### src/rtl/core/ntm_pkg.sv
`timescale 1ns / 1ps
// Package with the shared constants of the normalized triangular membership block.
package ntm_pkg;

    localparam int DEF_MAX_RULES   = 16;
    localparam int DEF_VALUE_WIDTH = 16;

    localparam int DEGREE_W   = 16;
    localparam int RULE_NUM_W = 4;
    localparam int CFG_W      = 5;

    localparam logic [CFG_W-1:0] CFG_RESET = 5'd1;

    localparam logic FUNC_LOAD = 1'b0;
    localparam logic FUNC_EVAL = 1'b1;

endpackage

### src/rtl/core/ntm_ram.sv
`timescale 1ns / 1ps
// Generic single write port, single read port RAM with registered read data.
module ntm_ram #(
    parameter int WIDTH = 16,
    parameter int DEPTH = 16,
    localparam int AW = (DEPTH > 1) ? $clog2(DEPTH) : 1
) (
    input  logic             clk,
    input  logic             we,
    input  logic [AW-1:0]    waddr,
    input  logic [WIDTH-1:0] wdata,
    input  logic [AW-1:0]    raddr,
    output logic [WIDTH-1:0] rdata
);

    logic [WIDTH-1:0] mem [DEPTH];

    always_ff @(posedge clk)
    begin
        if (we)
        begin
            mem[waddr] <= wdata;
        end
        rdata <= mem[raddr];
    end

endmodule

### src/rtl/core/ntm_div.sv
`timescale 1ns / 1ps
// Radix-2 restoring divider giving floor(num * 2^15 / den) for num not above den.
module ntm_div
    import ntm_pkg::*;
#(
    parameter int DW = 20
) (
    input  logic                clk,
    input  logic                rst_n,
    input  logic                start,
    input  logic [DW-1:0]       num,
    input  logic [DW-1:0]       den,
    output logic                done,
    output logic [DEGREE_W-1:0] quot
);

    localparam int CW = $clog2(DEGREE_W);
    localparam logic [CW-1:0] LAST_STEP = CW'(DEGREE_W - 1);

    logic                busy_reg, busy_next;
    logic [CW-1:0]       cnt_reg, cnt_next;
    logic [DW-1:0]       rem_reg, rem_next;
    logic [DW-1:0]       den_reg, den_next;
    logic [DEGREE_W-1:0] q_reg, q_next;
    logic [DW:0]         trial;
    logic [DW:0]         diff;
    logic                ge;

    always_comb
    begin
        trial = (cnt_reg == '0) ? {1'b0, rem_reg} : {rem_reg, 1'b0};
        diff  = trial - {1'b0, den_reg};
        ge    = (trial >= {1'b0, den_reg});
        busy_next = busy_reg;
        cnt_next  = cnt_reg;
        rem_next  = rem_reg;
        den_next  = den_reg;
        q_next    = q_reg;
        if (start)
        begin
            busy_next = 1'b1;
            cnt_next  = '0;
            rem_next  = num;
            den_next  = den;
            q_next    = '0;
        end
        else if (busy_reg)
        begin
            rem_next = ge ? diff[DW-1:0] : trial[DW-1:0];
            q_next   = {q_reg[DEGREE_W-2:0], ge};
            cnt_next = cnt_reg + 1'b1;
            if (cnt_reg == LAST_STEP)
            begin
                busy_next = 1'b0;
            end
        end
    end

    assign done = busy_reg && (cnt_reg == LAST_STEP);
    assign quot = {q_reg[DEGREE_W-2:0], ge};

    always_ff @(posedge clk or negedge rst_n)
    begin
        if (!rst_n)
        begin
            busy_reg <= 1'b0;
            cnt_reg  <= '0;
            rem_reg  <= '0;
            den_reg  <= '0;
            q_reg    <= '0;
        end
        else
        begin
            busy_reg <= busy_next;
            cnt_reg  <= cnt_next;
            rem_reg  <= rem_next;
            den_reg  <= den_next;
            q_reg    <= q_next;
        end
    end

endmodule

### src/rtl/core/normalized_triangular_membership.sv
`timescale 1ns / 1ps
// Top level of the normalized triangular fuzzy membership block.
//
//  Channel  Handshake           Beat contents
//  in       in_valid/in_ready   func, rule_index, left_foot, peak_point, right_foot,
//                               sample_value
//  out      out_valid/out_ready rule_number, weight, last
//  cfg      cfg_we              cfg_wdata (rules_in_use)
//
// Evaluating N rules in use: each rule needs a rule table read and, when the sample
// lies inside its triangle, 16 divider steps for its degree; then each needs a degree
// store read and, unless the degree sum is zero, 16 divider steps for its weight.
// One shared divider does both, one quotient bit per step. Reset is asynchronous and
// leaves the tables undefined; a stalled output beat holds the block until taken.
module normalized_triangular_membership
    import ntm_pkg::*;
#(
    parameter int MAX_RULES   = DEF_MAX_RULES,
    parameter int VALUE_WIDTH = DEF_VALUE_WIDTH
) (
    input  logic                          clk,
    input  logic                          rst_n,
    input  logic                          in_valid,
    output logic                          in_ready,
    input  logic                          func,
    input  logic [3:0]                    rule_index,
    input  logic signed [VALUE_WIDTH-1:0] left_foot,
    input  logic signed [VALUE_WIDTH-1:0] peak_point,
    input  logic signed [VALUE_WIDTH-1:0] right_foot,
    input  logic signed [VALUE_WIDTH-1:0] sample_value,
    output logic                          out_valid,
    input  logic                          out_ready,
    output logic [RULE_NUM_W-1:0]         rule_number,
    output logic [DEGREE_W-1:0]           weight,
    output logic                          last,
    input  logic                          cfg_we,
    input  logic [CFG_W-1:0]              cfg_wdata
);

    localparam int VW    = VALUE_WIDTH;
    localparam int IDX_W = (MAX_RULES > 1) ? $clog2(MAX_RULES) : 1;
    localparam int SUM_W = DEGREE_W + ((MAX_RULES > 1) ? $clog2(MAX_RULES) : 0);
    localparam int DW    = (VW > SUM_W) ? VW : SUM_W;

    typedef enum logic [2:0] {
        S_IDLE,
        S_RULE_RD,
        S_RULE_SETUP,
        S_RULE_DIV,
        S_NORM_RD,
        S_NORM_SETUP,
        S_NORM_DIV,
        S_OUT
    } state_t;

    state_t                 state_reg, state_next;
    logic [IDX_W-1:0]       idx_reg, idx_next;
    logic [IDX_W-1:0]       last_idx_reg, last_idx_next;
    logic signed [VW-1:0]   sample_reg, sample_next;
    logic [SUM_W-1:0]       sum_reg, sum_next;
    logic [CFG_W-1:0]       rules_in_use_reg, rules_in_use_next;
    logic                   out_valid_reg, out_valid_next;
    logic [RULE_NUM_W-1:0]  rule_number_reg, rule_number_next;
    logic [DEGREE_W-1:0]    weight_reg, weight_next;
    logic                   last_reg, last_next;

    logic                   in_fire;
    logic [31:0]            cfg_count;
    logic [31:0]            rule_count;

    logic                   rt_we;
    logic [IDX_W-1:0]       rt_waddr;
    logic [3*VW-1:0]        rt_wdata;
    logic [3*VW-1:0]        rt_rdata;
    logic                   dg_we;
    logic [DEGREE_W-1:0]    dg_wdata;
    logic [DEGREE_W-1:0]    dg_rdata;

    logic signed [VW-1:0]   rule_left, rule_peak, rule_right;
    logic signed [VW:0]     d_xa, d_ba, d_cx, d_cb;
    logic                   rise, fall;
    logic [DW-1:0]          mem_num, mem_den;

    logic                   div_start;
    logic [DW-1:0]          div_num, div_den;
    logic                   div_done;
    logic [DEGREE_W-1:0]    div_quot;

    assign in_fire  = in_valid && in_ready;
    assign in_ready = (state_reg == S_IDLE);

    assign rt_we    = in_fire && (func == FUNC_LOAD) && (32'(rule_index) < 32'(MAX_RULES));
    assign rt_waddr = IDX_W'(rule_index);
    assign rt_wdata = {left_foot, peak_point, right_foot};

    assign rule_left  = rt_rdata[3*VW-1:2*VW];
    assign rule_peak  = rt_rdata[2*VW-1:VW];
    assign rule_right = rt_rdata[VW-1:0];

    always_comb
    begin
        d_xa    = {sample_reg[VW-1], sample_reg} - {rule_left[VW-1], rule_left};
        d_ba    = {rule_peak[VW-1], rule_peak} - {rule_left[VW-1], rule_left};
        d_cx    = {rule_right[VW-1], rule_right} - {sample_reg[VW-1], sample_reg};
        d_cb    = {rule_right[VW-1], rule_right} - {rule_peak[VW-1], rule_peak};
        rise    = (sample_reg > rule_left) && (sample_reg < rule_peak);
        fall    = (sample_reg >= rule_peak) && (sample_reg < rule_right);
        mem_num = rise ? DW'(d_xa[VW-1:0]) : DW'(d_cx[VW-1:0]);
        mem_den = rise ? DW'(d_ba[VW-1:0]) : DW'(d_cb[VW-1:0]);
    end

    always_comb
    begin
        cfg_count = 32'(rules_in_use_reg);
        if (cfg_count == 32'd0)
        begin
            rule_count = 32'd1;
        end
        else if (cfg_count > 32'(MAX_RULES))
        begin
            rule_count = 32'(MAX_RULES);
        end
        else
        begin
            rule_count = cfg_count;
        end
    end

    always_comb
    begin
        state_next        = state_reg;
        idx_next          = idx_reg;
        last_idx_next     = last_idx_reg;
        sample_next       = sample_reg;
        sum_next          = sum_reg;
        rules_in_use_next = cfg_we ? cfg_wdata : rules_in_use_reg;
        out_valid_next    = out_valid_reg;
        rule_number_next  = rule_number_reg;
        weight_next       = weight_reg;
        last_next         = last_reg;
        dg_we             = 1'b0;
        dg_wdata          = '0;
        div_start         = 1'b0;
        div_num           = mem_num;
        div_den           = mem_den;

        unique case (state_reg)
            S_IDLE:
            begin
                if (in_fire && (func == FUNC_EVAL))
                begin
                    sample_next   = sample_value;
                    last_idx_next = IDX_W'(rule_count - 32'd1);
                    idx_next      = '0;
                    sum_next      = '0;
                    state_next    = S_RULE_RD;
                end
            end
            S_RULE_RD:
            begin
                state_next = S_RULE_SETUP;
            end
            S_RULE_SETUP:
            begin
                if (rise || fall)
                begin
                    div_start  = 1'b1;
                    state_next = S_RULE_DIV;
                end
                else
                begin
                    dg_we = 1'b1;
                    if (idx_reg == last_idx_reg)
                    begin
                        idx_next   = '0;
                        state_next = S_NORM_RD;
                    end
                    else
                    begin
                        idx_next   = idx_reg + 1'b1;
                        state_next = S_RULE_RD;
                    end
                end
            end
            S_RULE_DIV:
            begin
                if (div_done)
                begin
                    dg_we    = 1'b1;
                    dg_wdata = div_quot;
                    sum_next = sum_reg + SUM_W'(div_quot);
                    if (idx_reg == last_idx_reg)
                    begin
                        idx_next   = '0;
                        state_next = S_NORM_RD;
                    end
                    else
                    begin
                        idx_next   = idx_reg + 1'b1;
                        state_next = S_RULE_RD;
                    end
                end
            end
            S_NORM_RD:
            begin
                state_next = S_NORM_SETUP;
            end
            S_NORM_SETUP:
            begin
                rule_number_next = RULE_NUM_W'(idx_reg);
                last_next        = (idx_reg == last_idx_reg);
                if (sum_reg == '0)
                begin
                    weight_next    = '0;
                    out_valid_next = 1'b1;
                    state_next     = S_OUT;
                end
                else
                begin
                    div_start  = 1'b1;
                    div_num    = DW'(dg_rdata);
                    div_den    = DW'(sum_reg);
                    state_next = S_NORM_DIV;
                end
            end
            S_NORM_DIV:
            begin
                if (div_done)
                begin
                    weight_next    = div_quot;
                    out_valid_next = 1'b1;
                    state_next     = S_OUT;
                end
            end
            S_OUT:
            begin
                if (out_ready)
                begin
                    out_valid_next = 1'b0;
                    if (last_reg)
                    begin
                        state_next = S_IDLE;
                    end
                    else
                    begin
                        idx_next   = idx_reg + 1'b1;
                        state_next = S_NORM_RD;
                    end
                end
            end
        endcase
    end

    always_ff @(posedge clk or negedge rst_n)
    begin
        if (!rst_n)
        begin
            state_reg        <= S_IDLE;
            idx_reg          <= '0;
            last_idx_reg     <= '0;
            sample_reg       <= '0;
            sum_reg          <= '0;
            rules_in_use_reg <= CFG_RESET;
            out_valid_reg    <= 1'b0;
            rule_number_reg  <= '0;
            weight_reg       <= '0;
            last_reg         <= 1'b0;
        end
        else
        begin
            state_reg        <= state_next;
            idx_reg          <= idx_next;
            last_idx_reg     <= last_idx_next;
            sample_reg       <= sample_next;
            sum_reg          <= sum_next;
            rules_in_use_reg <= rules_in_use_next;
            out_valid_reg    <= out_valid_next;
            rule_number_reg  <= rule_number_next;
            weight_reg       <= weight_next;
            last_reg         <= last_next;
        end
    end

    assign out_valid   = out_valid_reg;
    assign rule_number = rule_number_reg;
    assign weight      = weight_reg;
    assign last        = last_reg;

    ntm_ram #(
        .WIDTH (3 * VW),
        .DEPTH (MAX_RULES)
    ) u_rule_ram (
        .clk   (clk),
        .we    (rt_we),
        .waddr (rt_waddr),
        .wdata (rt_wdata),
        .raddr (idx_reg),
        .rdata (rt_rdata)
    );

    ntm_ram #(
        .WIDTH (DEGREE_W),
        .DEPTH (MAX_RULES)
    ) u_degree_ram (
        .clk   (clk),
        .we    (dg_we),
        .waddr (idx_reg),
        .wdata (dg_wdata),
        .raddr (idx_reg),
        .rdata (dg_rdata)
    );

    ntm_div #(
        .DW (DW)
    ) u_div (
        .clk   (clk),
        .rst_n (rst_n),
        .start (div_start),
        .num   (div_num),
        .den   (div_den),
        .done  (div_done),
        .quot  (div_quot)
    );

endmodule
### config.mk
export PLATFORM = sky130hd
export DESIGN_NAME = normalized_triangular_membership
export DESIGN_NICKNAME = d
export VERILOG_FILES = /design/src/rtl/core/ntm_pkg.sv /design/src/rtl/core/ntm_ram.sv /design/src/rtl/core/ntm_div.sv /design/src/rtl/core/normalized_triangular_membership.sv
export SDC_FILE = /design/constraint.sdc
export NUM_CORES = 2
export LEC_CHECK = 0
export ABC_AREA = 0
export BUFFER_PORTS_ARGS = -buffer_cell sky130_fd_sc_hd__buf_4
export CELL_PAD_IN_SITES_DETAIL_PLACEMENT = 0
export CELL_PAD_IN_SITES_GLOBAL_PLACEMENT = 1
export CORE_ASPECT_RATIO = 1.5
export CORE_MARGIN = 3
export CORE_UTILIZATION = 25
export CTS_BUF_LIST = sky130_fd_sc_hd__clkbuf_4 sky130_fd_sc_hd__clkbuf_8
export CTS_CLUSTER_DIAMETER = 80
export DETAILED_ROUTE_END_ITERATION = 10
export HOLD_SLACK_MARGIN = 0.15
export MAX_ROUTING_LAYER = met4
export PLACE_DENSITY_LB_ADDON = 0.05
export SLEW_MARGIN = 40
export SYNTH_ARGS = -nofsm -noshare
export SYNTH_HDL_FRONTEND = slang
export SYNTH_SLANG_ARGS = --single-unit
### constraint.sdc
create_clock -name clk -period 6.94 [get_ports clk]
set_input_delay 1.041 -clock clk [delete_from_list [all_inputs] [get_ports clk]]
set_output_delay 1.041 -clock clk [all_outputs]
set_load 0.01 [all_outputs]
# --- Word level (Yosys, flattened, before mapping) ---
# Memories as Yosys holds them, arrays and structs flattened. A register that Yosys moved wholly into a read port is not among the register bits.
# Index checks and enable logic that the tools add are counted.
# W data, S select, Z words.
word_totals:
  ff_bits: 134
  ramBits: 1024
  in_bits: 79
  out_inout_bits: 23
  elab_cells: 128
  memories: 2
mem_list:
  columns: ["name", "depth", "word_bits", "read_ports", "rd_ports_with_merged_regs", "wr", "line", "text"]
  rows:
  - ["u_rule_ram.mem", 16, 48, 1, 1, 1, "ntm_ram.sv:16", "logic [WIDTH-1:0] mem [DEPTH];"]
  - ["u_degree_ram.mem", 16, 16, 1, 1, 1, "ntm_ram.sv:16", null]
classes:
  add_sub_neg: 9
  magnitude_cmp: 6
  n_eq_ne: 16
  mux: 57
  n_bitwise: 1
  n_reduce_logical: 22
ops:
  columns: ["operator", "count"]
  rows:
  - ["$mux W20", 7]
  - ["$mux W16", 8]
  - ["$sub A16 B16 Y16", 4]
  - ["$mux W4", 10]
  - ["$pmux W20 S2", 1]
  - ["$lt A16 B16 Y1", 2]
  - ["$pmux W16 S2", 1]
  - ["$mux W15", 2]
  - ["$pmux W3 S8", 1]
  - ["$ge A21 B20 Y1", 1]
  - ["$mux W21", 1]
  - ["$mux W3", 7]
  - ["$add A20 B16 Y20", 1]
  - ["$logic_not A20 Y1", 1]
  - ["$sub A20 B20 Y20", 1]
  - ["$ge A16 B16 Y1", 1]
  - ["$gt A16 B16 Y1", 1]
  - ["$pmux W4 S4", 1]
  - ["$mux W1", 15]
  - ["$eq A3 B3 Y1 const B", 4]
  - ["$ne A2 B2 Y1 const B", 6]
  - ["$add A4 B1 Y4 const B", 2]
  - ["$reduce_and A4 Y1", 2]
  - ["$eq A3 B2 Y1 const B", 2]
  - ["20 further kinds", 29]

# --- Depth between registers and ports, before layout ---
logic_depth:
  depth_word: 7
  depth_mapped: 25
  depth_no_buf: 23

# --- Cells and area by module ---
# Synthesis repeated with hierarchy kept, for this count alone.
hier_totals:
  hier_cells: 3115
  area_unflattened_um2: 51627.0
modules_own_cells:
  columns: ["module", "n_inst", "cells_per_inst", "area_each_um2", "seq_area_each_um2"]
  rows:
  - ["ntm_ram at u_rule_ram", 1, 1242, 29691.0, 24023.0]
  - ["ntm_ram at u_degree_ram", 1, 432, 10042.1, 8007.7]
  - ["normalized_triangular_membership", 1, 1000, 7872.6, 1853.0]
  - ["ntm_div", 1, 441, 4021.4, 1501.4]

# --- Worst setup path after synthesis ---
# Ideal clock, no wire load.
synth_timing:
  kind: "reg-to-reg"
  start: "reg u_div.cnt_reg[0]"
  end: "reg sum_reg[16]"
  setup_time_ns: 0.134
  t_arrival_ns: 5.579
  required_time_ns: 6.806
  setup_slack_ns: 1.228
  stages_incl_launch_ff: 26
  n_path_buf: 2
  period_less_slack_ns: 5.712
  path_cell_list: "dfrtp_1 > inv_1 > ha_1 > nand2_2 > buf_1 > mux2_2 > ha_1 > a21oi_1 > o21ai_0 > a221oi_2 > o211ai_1 > a31oi_1 > o311ai_4 > buf_2 > ha_1 > fa_1 > a21o_1 > a21o_1 > a2111oi_0 > nor3_1 > a41oi_1 > a21oi_1 > a31oi_1 > o21a_1 > or4_1 > a21oi_1"
synth_via:
  elab_chain_cells: 6
  elab_cells_between_ends: 10
  cone_classes: "add/sub (1); order compare (1); eq/ne (2); mux (3); reduce/logical (3)"
synth_rtl:
  columns: ["element", "line", "text"]
  rows:
  - ["start, declared", "ntm_div.sv:21", "logic [CW-1:0] cnt_reg, cnt_next;"]
  - ["start signal, assigned", "ntm_div.sv:75", "cnt_reg <= cnt_next;"]
  - ["$logic_not A4 Y1", "ntm_div.sv:31", "trial = (cnt_reg == '0) ? {1'b0, rem_reg} : {rem_reg, 1'b0};"]
  - ["$mux W21", "ntm_div.sv:31", null]
  - ["$ge A21 B20 Y1", "ntm_div.sv:33", "ge = (trial >= {1'b0, den_reg});"]
  - ["$add A20 B16 Y20", "normalized_triangular_membership.sv:191", "sum_next = sum_reg + SUM_W'(div_quot);"]
  - ["$mux W20", "normalized_triangular_membership.sv:187", "if (div_done)"]
  - ["$pmux W20 S2", "normalized_triangular_membership.sv:147", "unique case (state_reg)"]
  - ["end signal, assigned", "normalized_triangular_membership.sv:275", "sum_reg <= sum_next;"]
  - ["end, declared", "normalized_triangular_membership.sv:60", "logic [SUM_W-1:0] sum_reg, sum_next;"]
# Several ways; a longest one is shown, not always the timed one. The select of a mux whose other input is x is not followed.
# A chain may end at the register's enable or synchronous reset.

# --- Worst setup path after layout ---
layout_timing:
  start: "reg u_div.cnt_reg[0]"
  end: "reg sum_reg[18]"
# The elaborated chain is that of the path after synthesis.

==> metrics.md <==
| Metric | Value |
|---|---|
| Status | `completed` |
| Post-synth ARST share | `11.0%` |
| Flip-flop and latch area | `35,400 um2` |
| R2r endpoint | `sum_reg[18]` |
| Total I/O pin count | `~100` |
| Largest net degree at the start of global routing | `121` |
| Via density per instance | `around 4.6` |
| CP required | `7670 ps` |
| Final ANT Viol Nets | `0` |
| Setup crit end kind | `flop` |
| CP Max Fanout | `17` |
| Post-CTS sizing | `0` |
| Top Registers | `u_rule_ram.mem x768, u_degree_ram.mem x256, u_rule_ram.rdata x48` |
| H-tree depth | `4` |
| Clock slew at reported path FFs | `60 ps` |
| Port Buffer Count | `101` |
| Via count | `28,000` |
| Count of different cell masters after synthesis | `76` |
| Final GP Congestion | `0.773` |
| Slew HR | `41.1%` |
| First-pass GRT wire length | `236,000 um` |
| Final worst-path cycle share | `90.0%` |
| Grt total ovfl | `0` |
| Fin cells | `6,056` |
| Skew-Pair Late Insertion Delay | `930 ps` |
| DIE HEIGHT | `561 um` |
| DRC | `0` |
| Max Slew Vio Count | `0` |
| Leak | `20.4 nW` |
| # fillers | `20,100` |
| Register area share after synthesis | `69.0%` |
| Max Clk Rate | `160 MHz` |
| R2R Path Start | `u_div.cnt_reg[0]` |
| Hold depth | `3` |
| Post-synthesis register bit count | `1,222` |
| R2R setup slack | `just under 700 ps` |
| Beginning of the worst hold path | `sample_value[1]` |
| Total power | `roughly 25 mW` |
| Setup bufs post-CTS | `0` |
| Drt pass-1 iters | `5` |
| Critical path class | `flop to flop` |
| WP data arrival | `6970 ps` |
| Final Skew | `72.4 ps` |
| Vias in the first global route | `roughly 30,000` |
| Initial Utilization | `25.1%` |
| Final hold vios | `0` |
| Crit path launch type | `flop` |
| Post-CTS Hold Buffers | `1` |
| Largest Register | `u_rule_ram.mem` |
| Setup TNS | `0 ps` |
| Die area | `approximately 210,000 um2` |
| Synthesized area | `51,300 um2` |
| Core area | `204,000 um2` |
| Detailed Place HPWL | `104,000 um` |
| Hold Path Class | `input pin to flop` |
| Syn. warnings | `0` |
| Fin crit period | `6240 ps` |
| Register-to-Register Path Depth | `23` |
| Total Wirelength | `168,000 um` |
| Max Cap Viol | `0` |
| Layout area overhead | `17.9%` |
| Syn_nets | `3,122` |
| Worst Hold Path EP | `sample_reg[1]` |
| Max reg flops | `between 700 and 800` |
| Post-Synthesis Cells | `just under 3,000` |
| Share of layout cells above drive strength 1 | `28.0%` |
| Slew of the pin with the lowest slew margin | `between 800 and 900 ps` |
| Clock sinks | `1,222` |
| Max clock buf depth | `4` |
| Die Wd | `376 um` |
| Mean Syn Cell Area | `17.6 um2` |
| Root Buffer | `clkbuf_8` |
| Max rail drop VDD | `0.203 mV` |
| All-Layer GR Usage | `16.3%` |
| Initial DRC count | `1,546` |
| Wire length per cell | `27.7 um` |
| Placed cells | `5,643` |
| Initial antenna violation count | `21` |
| Number of buffers created by CTS | `213` |
| FP Rows | `203` |
| Footprint of the multi-input gates | `~15,000 um2` |
| CTS tree | `yes` |
| Power Density | `around 420 nW/um2` |
| Final setup fails | `0` |
| EDFF count, synth | `1,024` |
| RSZ-0062 raised after global routing | `no` |
| Final Net Count | `3,404` |
| Top_reg_cell synth | `edfxtp_1` |
-- through the flow --
step | hold slack [ps] | setup WS, ps | util [%] | instance area [um2]
global route | 323 | 196 | 29.6 | 60500
CTS | 261 | 510 | 29.6 | 60300
global placement | 474 | 562 | 27.3 | 55700
floorplan | 426 | 1230 | - | 51300
detailed placement | 472 | 552 | 27.5 | 56000
finish | 381 | 695 | 29.7 | 60500
-- worst max path at each step --
stage	startpoint	slack [ps]	to	cells after the start
floorplan	u_div.cnt_reg[0]	1230	sum_reg[16]	25
global placement	u_div.cnt_reg[0]	560	sum_reg[18]	23
detailed placement	u_div.cnt_reg[0]	550	sum_reg[18]	23
CTS	u_div.cnt_reg[0]	510	sum_reg[18]	23
global route	u_div.cnt_reg[0]	200	sum_reg[18]	23
finish	u_div.cnt_reg[0]	700	sum_reg[18]	23
-- report_power, final --
group          total, mW  switching [mW]  internal [mW]
registers           9.39           0.851           8.54
logic               9.36            5.45           3.91
clock network       6.74            3.01           3.73
total               25.5            9.31           16.2
-- logic make-up (layout without fill, tap and decap cells) --
| group | Yosys count | count (layout) | synth area share (%) |
|---|---|---|---|
| mux | 383 | 383 | 15.3 |
| simple gates | 478 | 478 | 4.39 |
| xor+xnor | 78 | 78 | 1.33 |
| flops | 1222 | 1222 | 69.0 |
| compound gates | 411 | 411 | 5.11 |
| fa+ha+maj | 127 | 127 | 3.19 |
| other cells | 0 | 28 | 0 |
| buf+inv | 217 | 664 | 1.64 |
-- cells in the final DEF (no fill, tap or decap), types with 36 or more instances in the layout --
cell,instances
a21oi_1,113
dfrtp_1,128
xnor2_1,52
edfxtp_1,1024
nor2_1,111
clkbuf_8,239
ha_1,121
nand3_1,40
buf_4,162
inv_1,97
clkinv_1,36
nand2_1,133
dfxtp_1,64
o21ai_0,110
clkbuf_4,77
mux4_2,320
-- layout make-up --
cell class	instances	share of cell area (%)
Antenna cell	28	0.116
Clock inverter	64	0.679
Tap cell	2665	5.51
Inverter	97	0.602
Sequential cell	1222	58.5
Timing Repair Buffer	187	2.88
Multi-Input combinational cell	1477	25.3
Clock buffer	316	6.39
-- Yosys cell counts (17+ instances only) --
master / instances / area, um2
edfxtp_1: 1024 / 30700
mux4_2: 320 / 7210
nor2_1: 136 / 510
dfrtp_1: 133 / 3330
nand2_1: 133 / 499
ha_1: 121 / 1510
a21oi_1: 113 / 566
o21ai_0: 110 / 551
inv_1: 97 / 364
clkbuf_1: 82 / 308
dfxtp_1: 64 / 1280
xnor2_1: 52 / 455
nand3_1: 40 / 200
nor3_1: 37 / 185
mux2i_1: 35 / 350
nand2b_1: 31 / 194
mux2_2: 28 / 315
xor2_1: 26 / 228
a21o_1: 23 / 173
buf_1: 23 / 86.3
a211oi_1: 20 / 150
a22o_1: 17 / 149
and2_1: 17 / 106
-- critical path, cell delays in order, from the launching register on --
cell       delay (ps)
dfrtp_1           400
inv_1              60
ha_1              210
nand2_2           410
mux2_2            410
ha_1              340
a21oi_1           190
o21ai_0           180
a221oi_2          410
o211ai_1          170
a31oi_1           390
o311ai_4          130
ha_1              220
fa_1              400
a21o_1            170
a21o_1            210
a2111oi_0         440
nor3_1            160
a41oi_1           310
a21oi_1           140
a31oi_1           330
o21a_1            210
or4_1             120
a21oi_1            60
-- layer usage --
metal / GRT usage (%) / vias up / wire length [um]
li1: - / 12300 / -
met1: 18.1 / 14800 / 64400
met2: 29.4 / 585 / 89800
met3: 2.79 / 288 / 7480
met4: 5.71 / 0 / 5980
met5: - / - / 0
(Power assumes the default switching activity.)
